<file path="src/hdl/ptm_pkg.sv">
// Shared types, constants and the microcode program of the page table mapper.
package ptm_pkg;

	localparam int IDX_W   = 9;
	localparam int ENTRIES = 512;
	localparam int VP_W    = 36;
	localparam int PF_W    = 40;
	localparam int ENTRY_W = 64;
	localparam int CFG_W   = 7;
	localparam int ROOT_W  = 6;
	localparam int STEP_W  = 4;

	localparam logic [1:0] LEAF_LEVEL = 2'd3;

	typedef logic [0:0] cfg_idx_t;
	localparam cfg_idx_t REG_ROOT_FRAME       = 1'b0;
	localparam cfg_idx_t REG_FIRST_FREE_FRAME = 1'b1;

	typedef struct packed {
		logic [VP_W-1:0] virt_page;
		logic [PF_W-1:0] phys_frame;
	} req_item_t;

	typedef struct packed {
		logic       status;
		logic [1:0] tables_created;
	} rsp_item_t;

	typedef logic [STEP_W-1:0] step_t;
	localparam step_t ST_SWEEP  = 4'd0;
	localparam step_t ST_IDLE   = 4'd1;
	localparam step_t ST_MODW   = 4'd2;
	localparam step_t ST_RD     = 4'd3;
	localparam step_t ST_RDW    = 4'd4;
	localparam step_t ST_CHK    = 4'd5;
	localparam step_t ST_ALLOC  = 4'd6;
	localparam step_t ST_CLR    = 4'd7;
	localparam step_t ST_LINK   = 4'd8;
	localparam step_t ST_FOLLOW = 4'd9;
	localparam step_t ST_LEAF   = 4'd10;
	localparam step_t ST_FAIL   = 4'd11;
	localparam step_t ST_DONE   = 4'd12;

	typedef enum logic [3:0] {
		A_NONE   = 4'd0,
		A_SWEEP  = 4'd1,
		A_ACCEPT = 4'd2,
		A_TABLE  = 4'd3,
		A_READ   = 4'd4,
		A_ENTRY  = 4'd5,
		A_ALLOC  = 4'd6,
		A_CLEAR  = 4'd7,
		A_LINK   = 4'd8,
		A_FOLLOW = 4'd9,
		A_LEAF   = 4'd10,
		A_FAIL   = 4'd11,
		A_RESULT = 4'd12
	} act_t;

	typedef enum logic [3:0] {
		C_ALWAYS      = 4'd0,
		C_SWEEP_BUSY  = 4'd1,
		C_NO_INPUT    = 4'd2,
		C_MOD_BUSY    = 4'd3,
		C_LEAF        = 4'd4,
		C_PRESENT     = 4'd5,
		C_NO_FRAME    = 4'd6,
		C_CLR_BUSY    = 4'd7,
		C_OUT_BLOCKED = 4'd8
	} cond_t;

	typedef struct packed {
		logic sweep_busy;
		logic no_input;
		logic mod_busy;
		logic leaf;
		logic present;
		logic no_frame;
		logic clr_busy;
		logic out_blocked;
	} flags_t;

	typedef struct packed {
		act_t  act;
		cond_t cond;
		step_t jmp;
		step_t nxt;
	} ctrl_t;

	// One control word per step: action, jump condition, jump target, fall-through step.
	function automatic ctrl_t ucode(step_t s);
		ctrl_t c;
		unique case (s)
			ST_SWEEP:  c = '{A_SWEEP,  C_SWEEP_BUSY,  ST_SWEEP,  ST_IDLE};
			ST_IDLE:   c = '{A_ACCEPT, C_NO_INPUT,    ST_IDLE,   ST_MODW};
			ST_MODW:   c = '{A_TABLE,  C_MOD_BUSY,    ST_MODW,   ST_RD};
			ST_RD:     c = '{A_READ,   C_ALWAYS,      ST_RDW,    ST_RDW};
			ST_RDW:    c = '{A_ENTRY,  C_LEAF,        ST_LEAF,   ST_CHK};
			ST_CHK:    c = '{A_NONE,   C_PRESENT,     ST_FOLLOW, ST_ALLOC};
			ST_ALLOC:  c = '{A_ALLOC,  C_NO_FRAME,    ST_FAIL,   ST_CLR};
			ST_CLR:    c = '{A_CLEAR,  C_CLR_BUSY,    ST_CLR,    ST_LINK};
			ST_LINK:   c = '{A_LINK,   C_ALWAYS,      ST_RD,     ST_RD};
			ST_FOLLOW: c = '{A_FOLLOW, C_ALWAYS,      ST_MODW,   ST_MODW};
			ST_LEAF:   c = '{A_LEAF,   C_ALWAYS,      ST_DONE,   ST_DONE};
			ST_FAIL:   c = '{A_FAIL,   C_ALWAYS,      ST_DONE,   ST_DONE};
			ST_DONE:   c = '{A_RESULT, C_OUT_BLOCKED, ST_DONE,   ST_IDLE};
			default:   c = '{A_NONE,   C_ALWAYS,      ST_IDLE,   ST_IDLE};
		endcase
		return c;
	endfunction

endpackage

</file>
<file path="src/hdl/ptm_seq.sv">
// Microcode sequencer: step counter, control word lookup and conditional jumps.
module ptm_seq
	import ptm_pkg::*;
(
	input  logic   clk,
	input  logic   arst_n,
	input  flags_t flags,
	output ctrl_t  ctrl,
	output logic   idle
);

	step_t step_q;
	logic  take;

	assign ctrl = ucode(step_q);
	assign idle = step_q == ST_IDLE;

	always_comb begin
		unique case (ctrl.cond)
			C_ALWAYS:      take = 1'b1;
			C_SWEEP_BUSY:  take = flags.sweep_busy;
			C_NO_INPUT:    take = flags.no_input;
			C_MOD_BUSY:    take = flags.mod_busy;
			C_LEAF:        take = flags.leaf;
			C_PRESENT:     take = flags.present;
			C_NO_FRAME:    take = flags.no_frame;
			C_CLR_BUSY:    take = flags.clr_busy;
			C_OUT_BLOCKED: take = flags.out_blocked;
			default:       take = 1'b1;
		endcase
	end

	always_ff @(posedge clk or negedge arst_n) begin
		if (!arst_n) begin
			step_q <= ST_SWEEP;
		end else begin
			step_q <= take ? ctrl.jmp : ctrl.nxt;
		end
	end

endmodule

</file>
<file path="config.mk">
export PLATFORM = sky130hd
export DESIGN_NAME = ptm_seq
export DESIGN_NICKNAME = d
export VERILOG_FILES = /design/src/hdl/ptm_pkg.sv /design/src/hdl/ptm_seq.sv
export SDC_FILE = /design/constraint.sdc
export NUM_CORES = 1
export LEC_CHECK = 0
export BUFFER_PORTS_ARGS = -buffer_cell sky130_fd_sc_hd__buf_4
export CAP_MARGIN = 20
export CORE_MARGIN = 1
export CORE_UTILIZATION = 47
export DETAILED_ROUTE_END_ITERATION = 8
export PLACE_DENSITY = 0.79
export SKIP_CTS_REPAIR_TIMING = 1
export SYNTH_ARGS = -nofsm -noshare
export SYNTH_HDL_FRONTEND = slang
export SYNTH_SLANG_ARGS = --single-unit
</file>
<file path="constraint.sdc">
create_clock -name clk -period 4.4 [get_ports clk]
set_clock_uncertainty 0.05 [all_clocks]
set_input_delay 0.44 -clock clk [delete_from_list [all_inputs] [get_ports clk]]
set_output_delay 0.44 -clock clk [all_outputs]
set_load 0.005 [all_outputs]
</file>
Word level (Yosys, flattened, before mapping)
Memories as Yosys holds them, arrays and structs flattened.
Cells that the tools add are included.

cells by class
  shift operators = 0
  multiplexer cells = 2
  multipliers = 0
  divide/modulo/power cells = 0
  bitwise gates (word level) = 0
  reduce and logical (&&, ||, !) cells = 0
  add/sub/neg operators = 0
  eq/ne operators = 9
  $lt $le $gt $ge = 0

operators by type and width
  kind                                            count
  == test 4 x 3 -> 1 bit (second input constant)  4
  == test 4 x 1 -> 1 bit (second input constant)  2
  == test 4 x 2 -> 1 bit (second input constant)  2
  case mux 1 bit (8 select lines)                 1
  == test 4 bit (second input constant)           1
  2-to-1 mux 4 bit                                1

word-level totals
  word-level logic and storage cells = 13
  RAM bits = 0
  ROM bits = 256
  memories = 1
  bits in registers = 4
  input bits = 10
  latch bits = 0

memories
  name             depth  width  rd ports  clocked after Yosys merged registers in  write ports  RTL line       text
  (no name shown)  16     16     1         0                                        0            ptm_pkg.sv:93  unique case (s)

Depth between registers and ports, before layout
Gate-level depths: netlist (run 1).
An unclocked memory read counts as a cell.

  depth in word-level cells = 4
  depth in mapped cells = 7
  depth with buffers taken out = 7

Least setup slack after synthesis (run 1)
OpenSTA, ideal clock, no wires.

  kind = register to register
  from = reg step_q[1]
  to = reg step_q[1]
  arrival = 1737 ps
  required time = 4222 ps
  cell stages (with the launch flop) = 8
  setup slack = 2486 ps
  path buffers = 0
  period minus slack after synthesis = 1914 ps
  cells stage by stage = dfrtp_1 > inv_1 > ha_1 > and3b_1 > o21ai_1 > a31oi_2 > a31oi_4 > mux2_1

on the way
  cells in the longest elaborated chain, start to end = 4
  elaborated cells on any way between the ends = 11
  those cells by class = 8 x eq/ne; 2 x mux; 1 x memory

ends and longest elaborated chain
  element                                RTL line       text
  start, declared                        ptm_seq.sv:12  step_t step_q;
  start signal, assigned                 ptm_seq.sv:37  step_q <= take ? ctrl.jmp : ctrl.nxt;
  memory read (16 x 16 bit) *            -
  == test 4 bit (tied with other cells)  ptm_seq.sv:19  unique case (ctrl.cond)
  case mux 1 bit (8 select lines)        ptm_seq.sv:19
  2-to-1 mux 4 bit *                     ptm_seq.sv:37

Every way passes the cells marked *; elsewhere a longest branch is shown, timed or not.

Worst setup path after layout (run 1)
  from = reg step_q[2]
  to = reg step_q[1]

The elaborated chain is that of the path after synthesis.

==> results of run 1 <==
path summary, 6_finish.rpt:
| kind | slack [ps] | to | from | cells after the start |
|---|---|---|---|---|
| min in group clk | 790 | step_q[2] | flags[6] | 4 |
| min reg2reg | 920 | step_q[0] | step_q[1] | 2 |
| max in group asynchronous | 3710 | step_q[2] | arst_n | 2 |
| max | 1840 | step_q[1] | step_q[2] | 6 |
| max reg2reg | 1840 | step_q[1] | step_q[2] | 6 |
| min | 490 | step_q[1] | arst_n | 2 |
synth_stat cells, drive strengths merged (2+ instances only):
cell / count / area (µm²)
a21oi: 3 / 15.0
a31oi: 3 / 40.0
buf: 5 / 38.8
dfrtp: 4 / 100
ha: 7 / 87.6
inv: 5 / 18.8
mux2: 4 / 48.8
mux2i: 2 / 20.0
nand2: 10 / 37.5
nand2b: 4 / 25.0
nand3: 2 / 10.0
nor2: 8 / 37.5
nor2b: 2 / 15.0
o21ai: 10 / 50.0
where the power goes:
| group | switching, mW | total [mW] | internal (mW) |
|---|---|---|---|
| registers | 0.0708 | 0.127 | 0.0559 |
| logic | 0.297 | 0.617 | 0.320 |
| clock network | 0.0155 | 0.0461 | 0.0306 |
worst register-to-register path, cell delays in order (launching register included):
cell      delay [ps]
dfrtp_1          740
inv_2            200
ha_1             380
nor2b_2          220
o211ai_1         190
a31oi_4          300
mux2_1           360
per-layer routing:
| layer | track usage (%) | vias up |
|---|---|---|
| met5 | 0 | - |
| met4 | 7.76 | 0 |
| met3 | 2.89 | 2 |
| met2 | 46.3 | 17 |
| met1 | 32.2 | 322 |
| li1 | - | 335 |
placed cells by master (no fill, tap or decap), drive strengths merged:
| cell | n |
|---|---|
| nand2 | 10 |
| nand2b | 4 |
| o211ai | 1 |
| o22ai | 1 |
| dfrtp | 4 |
| nand3 | 2 |
| ha | 7 |
| buf | 26 |
| dlygate4sd3 | 1 |
| mux2i | 2 |
| nor3 | 1 |
| o31ai | 1 |
| a21boi | 1 |
| nor2b | 2 |
| o221ai | 1 |
| and3b | 1 |
| nor2 | 8 |
| a21oi | 3 |
| and2 | 1 |
| a22o | 1 |
| mux2 | 4 |
| clkbuf | 3 |
| nor3b | 1 |
| a31oi | 3 |
| o21ai | 10 |
| a21o | 1 |
| inv | 5 |
| o21a | 1 |
cell type report:
type	instances	area (µm²)
multi-input cells	67	482
repair buffers	27	205
inverters	5	18.8
fillers	113	340
flip-flops and latches	4	100
clock buffers	3	22.5
well taps	14	17.5
logic make-up after synthesis:
| family | Yosys count |
|---|---|
| flops | 4 |
| fa+ha+maj | 7 |
| compound gates | 24 |
| mux | 6 |
| buf+inv | 10 |
| simple gates | 30 |
==> impl_metrics.tcl, run 1 <==
set metrics [dict create \
    status "finished, final reports clean" \
    synth_top_family_by_area "compound AO/OA/AOI/OAI gates" \
    start_util_pct 53.9 \
    finalPower_mw 0.790 \
    leakagePower_nw 0.414 \
    startpoint_type "flop" \
    fin_cells 120 \
    synth_xor_area_share_pct 0 \
    crit_path_end_kind "flop" \
    cp_max_fo 22 \
    slowest_delay_ps 740 \
    place_congestion 0.766 \
    ios 27 \
    synthFlopType "dfrtp_1" \
    cts_buffer_depth 2 \
    postRouteWirelength_um 1770 \
    timing.final.ws_setup_ps 1840 \
    synthMuxAreaShare_pct 10.8 \
    synthSimpleGateAreaFrac_pct 23.9 \
    hold_path_class "input pin to async pin" \
    max_freq_mhz 391 \
    dpl.hpwl_um 1370 \
    reg_top3 "step_q x4" \
    dpl_cell_area_um2 813 \
    drv_cap 0 \
    top_layer "met4" \
    root_buffer "clkbuf_4" \
    rsz0062_at_grt "false" \
    diodes 0 \
    crit_chain "inv_2 > ha_1 > nor2b_2 > o211ai_1 > a31oi_4 > mux2_1" \
    top_register "step_q" \
    synth_cells 81 \
    rows 12 \
    drc 0 \
    final_util_pct 71.3 \
    fin_crit_sh_pct 58.2 \
    criticalPathCategory "flop to flop" \
    syn_to_final_growth_pct 32.3 \
    dieArea_um2 1510 \
    nNetsFinal 125 \
    worst_path_max_delay_cell "dfrtp_1" \
    relSlewSlack_pct 48.3 \
    worst_pin_slew_ps 776 \
    pre_cts_ws_ps 1880 \
    first_iter_violations 15 \
    setup_viol 0 \
    post-place-cells 116 \
    drv_slew 0 \
    stdcell_area_um2 846 \
    hold_slack_ps 488 \
    drive_above_1_share_pct 34.0 \
    gr-total-overflow 0 \
    synth_adder_area_share_pct 13.7 \
    core_region_area_um2 1190 \
    vias 676 \
    met1Wirelength_um 737 \
    path_clk_slew_ps 40 \
    synth-compound-area-share_pct 27.0 \
    clock-sinks 4 \
    worstPathArrival_ps 2620 \
    finalHoldViolCount 0 \
    grt_pass1_vias 566 \
    via_per_inst 5.63 \
    grtUsageTotal_pct 26.1 \
    die_h_um 38.9 \
    required_ps 4460 \
    synth_nets 98 \
    largest_register_ffs 4 \
    ys_warn_count 0 \
    synth-edff-count 0 \
    post-route-min-period_ps 2560 \
    wl_per_cell_um 14.7 \
    numCtsBuffers 3 \
    powerDensity_nw_per_um2 934 \
    yosysSeqAreaShare_pct 15.7 \
    syn_area_per_cell_um2 7.89 \
    cts_tree "yes" \
    wl_met2_um 936 \
    die_width_um 38.9 \
    grt_max_degree 27 \
    port_buffers 26 \
    path_delay_family "flip-flops" \
    synthDistinctLibCells 35 \
    grt_pass1_wl_um 2680 \
    htreeDepth 1 \
    ant_nets 0 \
    syn-cell-area_um2 639 \
    antenna_found_initial 0 \
    timing.critical_path.buf_inv 1 \
    clkLatencyLatePin_ps 230 \
    synth_seq_cells 4 \
    ir_drop_v 0.000455 \
    setup_tns_ps 0 \
    async_flop_share_pct 100 \
    route.met3.wl_um 70 \
    firstDrtPassIters 4 \
]
(Power assumes the default switching activity.)
==> run 2, diff against run 1 <==
Settings changed: CORE_UTILIZATION 47 to 46, PLACE_DENSITY 0.79 to 0.77.
Clock period 4.4 ns to 2.51 ns, I/O delays scaled along.
==> impl_metrics.tcl, run 2 (synthesis results as in run 1) <==
set metrics [dict create \
    status "finished, final reports clean" \
    grt_pass1_vias 502 \
    slowest_delay_ps 490 \
    worstPathArrival_ps 2170 \
    cts_buffer_depth 2 \
    diodes 0 \
    firstDrtPassIters 4 \
    crit_path_end_kind "flop" \
    cp_max_fo 8 \
    rsz0062_at_grt "false" \
    criticalPathCategory "flop to flop" \
    htreeDepth 1 \
    die_width_um 39.3 \
    core_region_area_um2 1300 \
    startpoint_type "flop" \
    ir_drop_v 0.000972 \
    max_freq_mhz 476 \
    n_fill_cell 123 \
    leakagePower_nw 0.429 \
    wl_per_cell_um 12.5 \
    numCtsBuffers 3 \
    reg_top3 "step_q x4" \
    finalHoldViolCount 0 \
    required_ps 2580 \
    path_clk_slew_ps 40 \
    powerDensity_nw_per_um2 1590 \
    place_congestion 0.767 \
    drv_cap 0 \
    drc 0 \
    crit_chain "inv_1 > ha_1 > mux2i_1 > nor2_4 > a31oi_2 > a31oi_4 > mux2_1" \
    via_per_inst 5.40 \
    dpl.hpwl_um 1110 \
    clock-sinks 4 \
    setup_tns_ps 0 \
    ant_nets 0 \
    drv_slew 0 \
    start_util_pct 49.1 \
    syn_to_final_growth_pct 36.0 \
    relSlewSlack_pct 79.7 \
    grt_max_degree 22 \
    worst_pin_slew_ps 303 \
    gr-total-overflow 0 \
    dieArea_um2 1540 \
    setup_viol 0 \
    antenna_found_initial 0 \
    first_iter_violations 9 \
    top_register "step_q" \
    die_h_um 39.3 \
    worstSetupStartpoint "step_q[0]" \
    final_common_cell "buf_4" \
    clkLatencyLatePin_ps 240 \
    post-route-min-period_ps 2100 \
    cts_tree "yes" \
    hold_slack_ps 295 \
    largest_register_ffs 4 \
    grtUsageTotal_pct 22.1 \
    nNetsFinal 128 \
    grt_pass1_wl_um 2270 \
    vias 670 \
    r2r-start "step_q[0]" \
    hold_path_class "input pin to async pin" \
    fin_crit_sh_pct 83.7 \
    root_buffer "clkbuf_4" \
    ios 27 \
    drive_above_1_share_pct 35.8 \
    layout_common_cells "buf_4 (29), nand2_1 (10), o21ai_0 (9)" \
    worst_path_max_delay_cell "dfrtp_1" \
    rows 13 \
    port_buffers 26 \
    postRouteWirelength_um 1560 \
]
run 2: cell count changes in the layout (fill, tap and decap cells not counted), sizes merged:
cell,change
buf,+3
run 2: final cells by class:
type	instances	area (µm²)	area share, %
sequential	4	100	11.5
inverter	5	18.8	2.16
clock buffer	3	22.5	2.59
multi-input combinational	67	482	55.4
tap	15	18.8	2.16
timing repair buffer	30	228	26.2
run 2: critical path, delay by kind of cell (launching register included):
family | cells | cell delay, ps
AOI/OAI and AO/OA | 2 | 290
and+or+nand+nor | 1 | 80
DFF | 1 | 490
adders and majority gates | 1 | 350
buffers and inverters | 1 | 140
muxes | 2 | 580
run 2: path summary, 6_finish.rpt:
check / depth (start not counted) / endpoint / slack, ps
setup reg to reg: 7 / step_q[1] / 410
min in group clk: 4 / step_q[2] / 560
setup / recovery: 7 / step_q[1] / 410
hold / removal: 2 / step_q[2] / 290
hold reg to reg: 4 / step_q[2] / 760
max in group asynchronous: 2 / step_q[1] / 2010
run 2: per-stage QoR:
stage / util [%] / cell area, µm² / setup slack, ps / std cells / power, mW
after floorplan: - / 639 / 596 / 81 / 0.887
after global routing: 66.8 / 870 / 277 / 124 / 1.50
final: 66.8 / 870 / 409 / 124 / 1.38
after global placement: 64.3 / 837 / 477 / 120 / 1.28
after detailed placement: 64.3 / 837 / 420 / 120 / 1.29
after CTS: 66.1 / 860 / 411 / 123 / 1.38
run 2: metal layers:
metal / up-vias / part of all wire, % / routed length (µm) / GRT usage (%)
met5: - / 0 / 0 / 0
met3: 0 / 6.4 / 100 / 5.11
li1: 341 / - / - / -
met4: 0 / 0 / 0 / 7.76
met1: 297 / 47 / 730 / 27.0
met2: 32 / 47 / 726 / 37.5
run 2: power by group:
group	leakage, nW	switching [mW]	internal (mW)	total [mW]
combinational	0.365	0.575	0.586	1.16
sequential	0.0500	0.0388	0.0999	0.139
clock	0.0138	0.0293	0.0537	0.0830
total	0.429	0.643	0.740	1.38
