--- config.mk ---
export PLATFORM = sky130hd
export DESIGN_NAME = ptm_mod
export DESIGN_NICKNAME = d
export VERILOG_FILES = /design/src/hdl/ptm_pkg.sv /design/src/hdl/ptm_mod.sv
export SDC_FILE = /design/constraint.sdc
export NUM_CORES = 1
export LEC_CHECK = 0
export ABC_AREA = 1
export CAP_MARGIN = 15
export CORE_AREA = 8 8 45 47
export CTS_CLUSTER_SIZE = 24
export DETAILED_ROUTE_END_ITERATION = 7
export DIE_AREA = 0 0 53 55
export DONT_BUFFER_PORTS = 1
export SKIP_LAST_GASP = 1
export SLEW_MARGIN = 5
export SYNTH_ARGS = -nofsm -noshare
export SYNTH_HDL_FRONTEND = slang
export SYNTH_SLANG_ARGS = --single-unit
--- constraint.sdc ---
create_clock -name clk -period 1.2 [get_ports clk]
set_input_delay 0.18 -clock clk [delete_from_list [all_inputs] [get_ports clk]]
set_output_delay 0.18 -clock clk [all_outputs]
set_load 0.1 [all_outputs]
--- src/hdl/ptm_pkg.sv ---
// Shared types, constants and the microcode program of the page table mapper.
package ptm_pkg;

	localparam int IDX_W   = 9;
	localparam int ENTRIES = 512;
	localparam int VP_W    = 36;
	localparam int PF_W    = 40;
	localparam int ENTRY_W = 64;
	localparam int CFG_W   = 7;
	localparam int ROOT_W  = 6;
	localparam int STEP_W  = 4;

	localparam logic [1:0] LEAF_LEVEL = 2'd3;

	typedef logic [0:0] cfg_idx_t;
	localparam cfg_idx_t REG_ROOT_FRAME       = 1'b0;
	localparam cfg_idx_t REG_FIRST_FREE_FRAME = 1'b1;

	typedef struct packed {
		logic [VP_W-1:0] virt_page;
		logic [PF_W-1:0] phys_frame;
	} req_item_t;

	typedef struct packed {
		logic       status;
		logic [1:0] tables_created;
	} rsp_item_t;

	typedef logic [STEP_W-1:0] step_t;
	localparam step_t ST_SWEEP  = 4'd0;
	localparam step_t ST_IDLE   = 4'd1;
	localparam step_t ST_MODW   = 4'd2;
	localparam step_t ST_RD     = 4'd3;
	localparam step_t ST_RDW    = 4'd4;
	localparam step_t ST_CHK    = 4'd5;
	localparam step_t ST_ALLOC  = 4'd6;
	localparam step_t ST_CLR    = 4'd7;
	localparam step_t ST_LINK   = 4'd8;
	localparam step_t ST_FOLLOW = 4'd9;
	localparam step_t ST_LEAF   = 4'd10;
	localparam step_t ST_FAIL   = 4'd11;
	localparam step_t ST_DONE   = 4'd12;

	typedef enum logic [3:0] {
		A_NONE   = 4'd0,
		A_SWEEP  = 4'd1,
		A_ACCEPT = 4'd2,
		A_TABLE  = 4'd3,
		A_READ   = 4'd4,
		A_ENTRY  = 4'd5,
		A_ALLOC  = 4'd6,
		A_CLEAR  = 4'd7,
		A_LINK   = 4'd8,
		A_FOLLOW = 4'd9,
		A_LEAF   = 4'd10,
		A_FAIL   = 4'd11,
		A_RESULT = 4'd12
	} act_t;

	typedef enum logic [3:0] {
		C_ALWAYS      = 4'd0,
		C_SWEEP_BUSY  = 4'd1,
		C_NO_INPUT    = 4'd2,
		C_MOD_BUSY    = 4'd3,
		C_LEAF        = 4'd4,
		C_PRESENT     = 4'd5,
		C_NO_FRAME    = 4'd6,
		C_CLR_BUSY    = 4'd7,
		C_OUT_BLOCKED = 4'd8
	} cond_t;

	typedef struct packed {
		logic sweep_busy;
		logic no_input;
		logic mod_busy;
		logic leaf;
		logic present;
		logic no_frame;
		logic clr_busy;
		logic out_blocked;
	} flags_t;

	typedef struct packed {
		act_t  act;
		cond_t cond;
		step_t jmp;
		step_t nxt;
	} ctrl_t;

	// One control word per step: action, jump condition, jump target, fall-through step.
	function automatic ctrl_t ucode(step_t s);
		ctrl_t c;
		unique case (s)
			ST_SWEEP:  c = '{A_SWEEP,  C_SWEEP_BUSY,  ST_SWEEP,  ST_IDLE};
			ST_IDLE:   c = '{A_ACCEPT, C_NO_INPUT,    ST_IDLE,   ST_MODW};
			ST_MODW:   c = '{A_TABLE,  C_MOD_BUSY,    ST_MODW,   ST_RD};
			ST_RD:     c = '{A_READ,   C_ALWAYS,      ST_RDW,    ST_RDW};
			ST_RDW:    c = '{A_ENTRY,  C_LEAF,        ST_LEAF,   ST_CHK};
			ST_CHK:    c = '{A_NONE,   C_PRESENT,     ST_FOLLOW, ST_ALLOC};
			ST_ALLOC:  c = '{A_ALLOC,  C_NO_FRAME,    ST_FAIL,   ST_CLR};
			ST_CLR:    c = '{A_CLEAR,  C_CLR_BUSY,    ST_CLR,    ST_LINK};
			ST_LINK:   c = '{A_LINK,   C_ALWAYS,      ST_RD,     ST_RD};
			ST_FOLLOW: c = '{A_FOLLOW, C_ALWAYS,      ST_MODW,   ST_MODW};
			ST_LEAF:   c = '{A_LEAF,   C_ALWAYS,      ST_DONE,   ST_DONE};
			ST_FAIL:   c = '{A_FAIL,   C_ALWAYS,      ST_DONE,   ST_DONE};
			ST_DONE:   c = '{A_RESULT, C_OUT_BLOCKED, ST_DONE,   ST_IDLE};
			default:   c = '{A_NONE,   C_ALWAYS,      ST_IDLE,   ST_IDLE};
		endcase
		return c;
	endfunction

endpackage

--- src/hdl/ptm_mod.sv ---
// 40-bit frame number modulo the frame count, iterative unless a power of two.
module ptm_mod
	import ptm_pkg::*;
#(
	parameter int FRAMES = 64,
	localparam int FW = $clog2(FRAMES)
) (
	input  logic            clk,
	input  logic            arst_n,
	input  logic            start,
	input  logic [PF_W-1:0] value,
	output logic            busy,
	output logic [FW-1:0]   result
);

	localparam bit IS_POW2 = (FRAMES & (FRAMES - 1)) == 0;
	localparam int BITS_PER_STEP = 8;
	localparam int STEPS = PF_W / BITS_PER_STEP;
	localparam logic [FW:0] MODV = (FW + 1)'(FRAMES);

	logic [PF_W-1:0] val_q;
	logic [FW-1:0]   rem_q;
	logic [FW-1:0]   rem_nx;
	logic [2:0]      cnt_q;
	logic            busy_q;

	// Restoring reduction, eight numerator bits per cycle, most significant first.
	always_comb begin
		logic [FW-1:0] r;
		logic [FW:0]   t;
		r = rem_q;
		for (int i = 0; i < BITS_PER_STEP; i++) begin
			t = {r, val_q[PF_W-1-i]};
			if (t >= MODV) begin
				t = t - MODV;
			end
			r = t[FW-1:0];
		end
		rem_nx = r;
	end

	always_ff @(posedge clk or negedge arst_n) begin
		if (!arst_n) begin
			busy_q <= 1'b0;
			cnt_q  <= '0;
		end else if (start) begin
			busy_q <= !IS_POW2;
			cnt_q  <= '0;
		end else if (busy_q) begin
			cnt_q <= cnt_q + 3'd1;
			if (cnt_q == 3'(STEPS - 1)) begin
				busy_q <= 1'b0;
			end
		end
	end

	always_ff @(posedge clk) begin
		if (start) begin
			val_q <= value;
			rem_q <= '0;
		end else if (busy_q) begin
			val_q <= val_q << BITS_PER_STEP;
			rem_q <= rem_nx;
		end
	end

	assign busy   = busy_q;
	assign result = IS_POW2 ? val_q[FW-1:0] : rem_q;

endmodule

Word level (Yosys, flattened, before mapping)
Index checks and enable logic that the tools add are counted.
{"block": "classes", "addsub": 1, "n_eq_ne": 1, "n_mux": 7, "reduce_logical": 1}
{"cell": "$mux W6", "n": 2}
{"cell": "$mux W3", "n": 2}
{"cell": "$add A3 B1 Y3 const B", "n": 1}
{"cell": "$eq A3 B3 Y1 const B", "n": 1}
{"cell": "$mux W1", "n": 3}
{"cell": "$reduce_bool A2 Y1", "n": 1}
{"block": "word_totals", "ff_bits": 10, "in_bits": 43, "out_inout_bits": 7}

Depth between registers and ports, before layout
Gate-level depths: netlist of the first run.
{"block": "logic_depth", "depth_word": 4, "ltp_mapped": 4}

Worst setup path before layout of the first run
OpenSTA, ideal clock, no wires.
{"block": "synth_timing", "path_kind": "register to register", "startpoint": "register busy_q (netlist: busy)", "endpoint": "register val_q[0] (enable)", "setup_ns": 0.303, "arrival_time_ns": 1.257, "required_ns": 0.897, "path_slack_ns": -0.360, "path_stages_with_launch": 3, "n_path_buf": 0, "period_less_slack_ns": 1.560, "path_cell_list": "dfrtp_1 -> inv_2 -> nand2_4"}
{"block": "synth_via", "elab_chain_cells": 1}
{"element": "from (decl)", "line_no": "ptm_mod.sv:25", "source": "logic busy_q;"}
{"element": "from (signal assigned)", "line_no": "ptm_mod.sv:47", "source": "busy_q <= !IS_POW2;"}
{"element": "$reduce_bool A2 Y1 (no source line)"}
{"element": "to (signal assigned)", "line_no": "ptm_mod.sv:59", "source": "val_q <= value;"}
{"element": "to (signal assigned)", "line_no": "ptm_mod.sv:62", "source": "val_q <= val_q << BITS_PER_STEP;"}
{"element": "to (decl)", "line_no": "ptm_mod.sv:21", "source": "logic [PF_W-1:0] val_q;"}
No other way between the ends.
A chain may end at the register's enable or synchronous reset.

Worst setup path in the final report of the first run
{"block": "layout_timing", "startpoint": "register busy_q (netlist: busy)", "endpoint": "output port busy"}
{"element": "to (decl)", "line_no": "ptm_mod.sv:12", "source": "output logic busy,"}
No word-level cell between the ends.

==> qor.csv, run 1 <==
metric,value,unit
placementRows,14,
critPathLaunchType,register,
syn_nets,84,
leakagePower,0.000274,uW
rsz0062_at_grt,false,
dieArea,2920,um2
fin_skew,0.750,ps
peakVddDrop,0.367,mV
grt_max_degree,9,
mostFrequentLayoutCells,"inv_1, nand2_1, buf_4, edfxtp_1",
setup.worst_path.end_class,primary output,
utilization,40.5,%
path_delay_family,flip-flops,
syn_inst,39,
place_congestion,0.744,
io_pins,50,
die_w,53,um
drt-pass1-iter-count,4,
dr.first_iter.drc_count,7,
finalCriticalPeriod,1170,ps
fmax,0.853,GHz
post-cts-setup-buffers,0,
via_per_inst,4.25,
cts_tree,built,
ant_nets,0,
layout-drive-gt1-share,37.3,%
htreeDepth,1,
crit_required,1020,ps
p_comb_share,18.7,%
hpwl,632,um
worst_hold_path_type,input pin to register,
drt_wl_total,805,um
critPathBufInv,1,
initial_core_util,32.1,%
hold_viol,0,
diodes,0,
slew_violations,0,
track_usage,5.95,%
synth_cell_types,13,
fin_setup_tns,0,ps
p_clk_share,31.4,%
maxCapViolations,0,
wire_per_inst,12.0,um
syn2layout_area_growth,26.2,%
setup_violations,0,
yosysWarnings,0,
die_h,55,um
port_buffers,0,
crit_fanout,7,
arrival,990,ps
drc,0,
path_class,register to primary output,
numClockSinks,10,
relSlewSlack,81.4,%
num_vias,285,
seqPwrFrac,50.0,%
status,completed,
first_global_vias,258,
regArea,284,um2
tightestPinTransition,282,ps
overflow,0,
clkTransAtPathRegs,60,ps
ys_seq_elements,10,
fin_crit_sh,97.7,%
clk_latency,260,ps
multiInputGateArea,126,um2
cts_root_buffer,clkbuf_4,
pre_cts_ws,218,ps
seq_area_frac_synth,63.1,%
p_per_area,1370,nW/um2
num-fill-cells,132,
numCtsBuffers,3,
p_switching,235,uW
avgSynthCellArea,11.4,um2
fin_nets,97,
cpPeakStageDelay,520,ps
sw_frac_of_total,30.6,%
core_area,1380,um2
path_cells,buf_6,
grt_pass1_wl,1190,um
critPathSlowestCell,dfrtp_4,
p_int,534,uW
cts_buffer_depth,2,
antenna_found_initial,0,
synthesis.area,444,um2
setup_ws,27.5,ps
## per-stage QoR
stage,instances,area [um2],hold WS [ps],total power (uW)
6_report,67,561,81.7,769
5_1_grt,67,561,78.0,798
4_1_cts,67,561,76.4,776
3_5_place_dp,62,520,-115,532
3_3_place_gp,62,520,-115,530
2_1_floorplan,39,448,-116,507
## synth_stat cells
cell type,instances,area share [%]
inv_2,2,1.7
nand3_2,2,4.5
nor2_1,1,0.84
nand2_1,8,6.8
inv_1,8,6.8
o21ai_2,2,3.9
ha_1,2,5.6
nand3_1,1,1.1
a21oi_1,1,1.1
dfrtp_1,4,23
edfxtp_1,6,41
a21oi_2,1,2.0
nand2_4,1,2.5
## power by group through the flow
stage / clock [uW] / combinational, uW / sequential, uW
floorplan: 0 / 16.6 / 491
global placement: 0 / 139 / 391
detailed placement: 0 / 140 / 392
CTS: 247 / 145 / 385
global route: 264 / 149 / 385
finish: 241 / 144 / 384
## logic make-up (layout without fill, tap and decap cells)
| kind of cell | Yosys count | count (layout) | synth area share, % |
|---|---|---|---|
| flip-flops | 10 | 10 | 63.1 |
| adder cells (fa/ha/maj) | 2 | 2 | 5.63 |
| AO/OA/AOI/OAI | 4 | 4 | 7.04 |
| buffers and inverters | 10 | 22 | 8.45 |
| AND/OR/NAND/NOR | 13 | 13 | 15.8 |
## worst reg2reg max path: stages, from the launching register on
cell	delay [ps]
dfrtp_1	380
inv_1	120
ha_1	250
nand3_2	80
o21ai_2	50
## timing repair
action	CTS	global route
gates resized for setup	1	0
setup endpoints to repair	1	0
hold buffers	1	0
endpoints found under the hold margin	4	0
## final timing paths
path	cells past startpoint	startpoint	slack (ps)	endpoint
worst max-delay path	1	busy	30	busy
min in group asynchronous	1	arst_n	190	busy
max in group asynchronous	1	arst_n	810	busy
worst max register to register	4	cnt_q[0]	210	cnt_q[1]
worst min register to register	1	cnt_q[2]	480	busy
worst min-delay path	2	start	80	val_q[3]
## sequential cells by signal, summed over array words and instances (netlist names)
| signal | cells |
|---|---|
| busy | 1 |
| cnt_q | 3 |
| val_q | 6 |
## layer usage
layer  vias to the layer above  global-route usage, %  share of wire [%]
met2                        11                   8.01                 49
met5                         -                      0                  0
met4                         0                   7.76                2.6
met3                         3                   1.60                9.8
met1                       125                   6.70                 39
li1                        146                      -                  -
## layout make-up
type / instances / share of cell area, %
multi-input combinational: 19 / 22.5
inverter: 10 / 6.70
clock buffer: 4 / 4.69
sequential: 10 / 50.7
timing repair buffer: 8 / 11.8
tap: 16 / 3.57
Note: power is estimated with default switching activity, not from simulation.
==> inputs of run 2 (changes only) <==
--- a/config.mk
+++ b/config.mk
@@ -6,12 +6,12 @@
 export NUM_CORES = 1
 export LEC_CHECK = 0
 export ABC_AREA = 1
-export CAP_MARGIN = 15
 export CORE_AREA = 8 8 45 47
 export CTS_CLUSTER_SIZE = 24
 export DETAILED_ROUTE_END_ITERATION = 7
 export DIE_AREA = 0 0 53 55
 export DONT_BUFFER_PORTS = 1
+export REMOVE_ABC_BUFFERS = 1
 export SKIP_LAST_GASP = 1
 export SLEW_MARGIN = 5
 export SYNTH_ARGS = -nofsm -noshare
==> qor.csv, run 2 (synthesis gave the netlist of run 1 again) <==
metric,value,unit
maxCapViolations,0,
via_per_inst,4.56,
numClockSinks,10,
finalNonFillerCells,68,
core_area,1380,um2
crit_fanout,3,
setup_ws,63.9,ps
status,completed,
finalCriticalPeriod,1140,ps
slew_violations,0,
drt_wl_total,803,um
r2r-end,cnt_q[1],
holdPathStages,2,
place_congestion,0.805,
fin_crit_sh,94.7,%
min_from,start,
port_buffers,0,
critPathSlowestCell,dfrtp_1,
dieArea,2920,um2
largest_reg_flops,6,
numCtsBuffers,3,
critPathBufInv,1,
hold_viol,0,
holdWs,76.8,ps
seqPwrFrac,49.6,%
dr.first_iter.drc_count,1,
p_clk_share,31.3,%
path_cells,buf_4,
critPathLaunchType,register,
drt-pass1-iter-count,2,
fin_nets,98,
wire_per_inst,11.8,um
grt.busiest_layer,met4,
cts_tree,built,
ant_nets,0,
overflow,0,
hold_end,val_q[5],
use_met2,9.18,%
tightestPinTransition,280,ps
setup_violations,0,
diodes,0,
reg2reg_from,cnt_q[0],
syn2layout_area_growth,29.0,%
clkTransAtPathRegs,70,ps
first_global_vias,296,
layout-drive-gt1-share,36.5,%
fin_setup_tns,0,ps
cts_root_buffer,clkbuf_4,
r2r_cells,4,
grtUsageMet3,2.14,%
grt.met1_usage,5.75,%
setup.worst_path.end_class,primary output,
die_h,55,um
top_register,val_q,
p_per_area,1360,nW/um2
crit_required,1020,ps
htreeDepth,1,
utilization,41.4,%
p_int,531,uW
grt_max_degree,9,
arrival,960,ps
worst_hold_path_type,input pin to register,
sw_frac_of_total,31.6,%
peakVddDrop,0.438,mV
post-cts-setup-buffers,0,
antenna_found_initial,0,
r2r_slack,210,ps
io_pins,50,
cpPeakStageDelay,380,ps
grt_pass1_wl,1200,um
fmax,0.880,GHz
path_delay_family,flip-flops,
drc,0,
clk_latency,270,ps
die_w,53,um
cts_buffer_depth,2,
track_usage,6.39,%
initial_core_util,32.1,%
placementRows,14,
num_vias,310,
p_comb_share,19.1,%
fin_skew,2.71,ps
p_switching,245,uW
dp.cells,63,
path_class,register to primary output,
pre_cts_ws,224,ps
rsz0062_at_grt,false,
leakagePower,0.000285,uW
mostFrequentLayoutCells,"inv_1, nand2_1, buf_4, edfxtp_1, dfrtp_1",
hpwl,601,um
relSlewSlack,81.5,%
run 2: changes by cell type in the layout (fill, tap and decap cells not counted):
cell	previous run	this run
buf_12	0	1
buf_4	6	7
buf_6	1	0
clkbuf_1	1	0
clkinv_1	0	1
dfrtp_1	3	4
dfrtp_4	1	0
run 2: what timing repair did:
| action | CTS | global route |
|---|---|---|
| hold endpoints to repair | 4 | 0 |
| hold buffers | 1 | 0 |
| gates resized for setup | 0 | 0 |
run 2: how the worst max path moves through the flow:
stage               slack, ps  depth (start not counted)       end  startpoint
finish                     60                          1      busy        busy
global route               20                          1      busy        busy
CTS                        50                          1      busy        busy
detailed placement        220                          4  cnt_q[1]    cnt_q[0]
global placement          230                          4  cnt_q[1]    cnt_q[0]
floorplan                -360                          2  val_q[0]        busy
run 2: area by class of cell:
cell class | instances | area (um2)
Multi-Input combinational cell | 19 | 126
Tap cell | 16 | 20.0
Clock buffer | 3 | 22.5
Sequential cell | 10 | 280
Fill cell | 134 | 811
Inverter | 10 | 37.5
Timing Repair Buffer | 9 | 82.6
Clock inverter | 1 | 3.75
run 2: power by group through the flow:
stage | sequential (uW) | clock (uW) | combinational (uW)
6_report | 385 | 243 | 149
5_1_grt | 387 | 265 | 154
4_1_cts | 386 | 255 | 150
3_5_place_dp | 393 | 0 | 145
3_3_place_gp | 393 | 0 | 145
2_1_floorplan | 491 | 0 | 16.6
run 2: routing by layer:
| layer | vias up | routed length [um] |
|---|---|---|
| li1 | 149 | - |
| met1 | 144 | 325 |
| met2 | 13 | 363 |
| met3 | 4 | 66 |
| met4 | 0 | 47 |
| met5 | - | 0 |
run 2: stage by stage:
stage | cell area (um2) | total power (uW)
2_1_floorplan | 444 | 507
3_3_place_gp | 537 | 537
3_5_place_dp | 537 | 538
4_1_cts | 573 | 791
5_1_grt | 573 | 806
6_report | 573 | 777
==> inputs of run 3 (changes only) <==
==> constraint.sdc (replaced) <==
create_clock -name clk -period 1.23 [get_ports clk]
set_input_delay 0.1845 -clock clk [delete_from_list [all_inputs] [get_ports clk]]
set_output_delay 0.1845 -clock clk [all_outputs]
set_load 0.1 [all_outputs]
==> qor.csv, run 3 (synthesis gave the netlist of run 1 again) <==
metric,value,unit
cts_buffer_depth,2,
status,completed,
largest_reg_flops,6,
p_per_area,1340,nW/um2
path_cells,buf_6,
drt-pass1-iter-count,1,
drc,0,
hold_viol,0,
critPathLaunchType,register,
multiInputGateArea,126,um2
antenna_found_initial,0,
tightestPinTransition,280,ps
holdPathStages,2,
initial_core_util,32.1,%
path_delay_family,flip-flops,
clkTransAtPathRegs,70,ps
ant_nets,0,
peakVddDrop,0.406,mV
htreeDepth,1,
arrival,960,ps
crit_required,1050,ps
port_buffers,0,
path_class,register to primary output,
r2r_cells,4,
hpwl,620,um
cpPeakStageDelay,450,ps
core_area,1380,um2
layout-drive-gt1-share,37.3,%
critPathBufInv,1,
maxCapViolations,0,
crit_fanout,7,
clk_latency,260,ps
numClockSinks,10,
setup.worst_path.end_class,primary output,
wire_per_inst,11.8,um
setup_violations,0,
track_usage,6.45,%
drt_wl_total,793,um
holdWs,91.2,ps
grt_max_degree,9,
finalCriticalPeriod,1150,ps
leakagePower,0.000274,uW
dr.first_iter.drc_count,0,
die_w,53,um
path_depth,1,
critPathSlowestCell,dfrtp_2,
regArea,282,um2
diodes,0,
fmax,0.873,GHz
cts_root_buffer,clkbuf_4,
overflow,0,
fin_crit_sh,93.1,%
post-cts-setup-buffers,0,
top_register,val_q,
placementRows,14,
io_pins,50,
fin_nets,97,
slew_violations,0,
grt_pass1_wl,1270,um
syn2layout_area_growth,25.6,%
num_vias,289,
numCtsBuffers,3,
dpl_cell_area,517,um2
mostFrequentLayoutCells,"inv_1, nand2_1, buf_4, edfxtp_1",
dieArea,2920,um2
relSlewSlack,81.5,%
design_area,558,um2
place_congestion,0.791,
fin_skew,2.69,ps
via_per_inst,4.31,
cts_tree,built,
die_h,55,um
worst_hold_path_type,input pin to register,
rsz0062_at_grt,false,
num-fill-cells,148,
first_global_vias,296,
## run 3: cell count changes in the layout (fill, tap and decap cells not counted)
cell | before | now
buf_12 | 1 | 0
buf_4 | 7 | 6
buf_6 | 0 | 1
clkbuf_1 | 0 | 1
clkinv_1 | 1 | 0
dfrtp_1 | 4 | 3
dfrtp_2 | 0 | 1
## run 3: area by class of cell
type                    count  area share (%)
repair buffers              8            11.9
multi-input cells          19            22.6
well taps                  16            3.59
inverters                  10            6.73
clock buffers               4            4.71
flip-flops and latches     10            50.4
## run 3: metrics by stage
stage | setup WS (ps) | cells | total power [uW] | util [%] | setup TNS, ps
floorplan | -330 | 39 | 495 | - | -2680
global placement | 231 | 62 | 517 | 37.3 | 0
detailed placement | 235 | 62 | 519 | 37.3 | 0
CTS | 0.517 | 67 | 760 | 40.2 | 0
global route | 33.5 | 67 | 784 | 40.3 | 0
finish | 84.8 | 67 | 748 | 40.3 | 0
## run 3: path summary, 6_finish.rpt
path / start / to / slack [ps]
max in group asynchronous: arst_n / busy / 850
hold reg to reg: cnt_q[2] / busy / 460
hold / removal: start / val_q[2] / 90
min in group asynchronous: arst_n / cnt_q[0] / 190
setup reg to reg: cnt_q[0] / cnt_q[1] / 240
setup / recovery: busy / busy / 80
## run 3: what timing repair did
action	4_1_cts	5_1_grt
gates cloned	0	0
hold buffers	1	0
resized for setup	1	1
endpoints found under the hold margin	4	0
setup endpoints to repair	1	1
## run 3: per-layer routing
layer | up-vias | track usage (%) | wire length, um
li1 | 146 | - | -
met1 | 126 | 6.55 | 319
met2 | 13 | 9.18 | 355
met3 | 4 | 1.87 | 75
met4 | 0 | 9.05 | 43
met5 | - | 0 | 0
## run 3: report_power, final
group | leakage [uW] | internal, uW | switching, uW
Clock | 0.0000150 | 125 | 108
Sequential | 0.000114 | 372 | 3.23
Combinational | 0.000145 | 23.7 | 116
Total | 0.000274 | 521 | 228
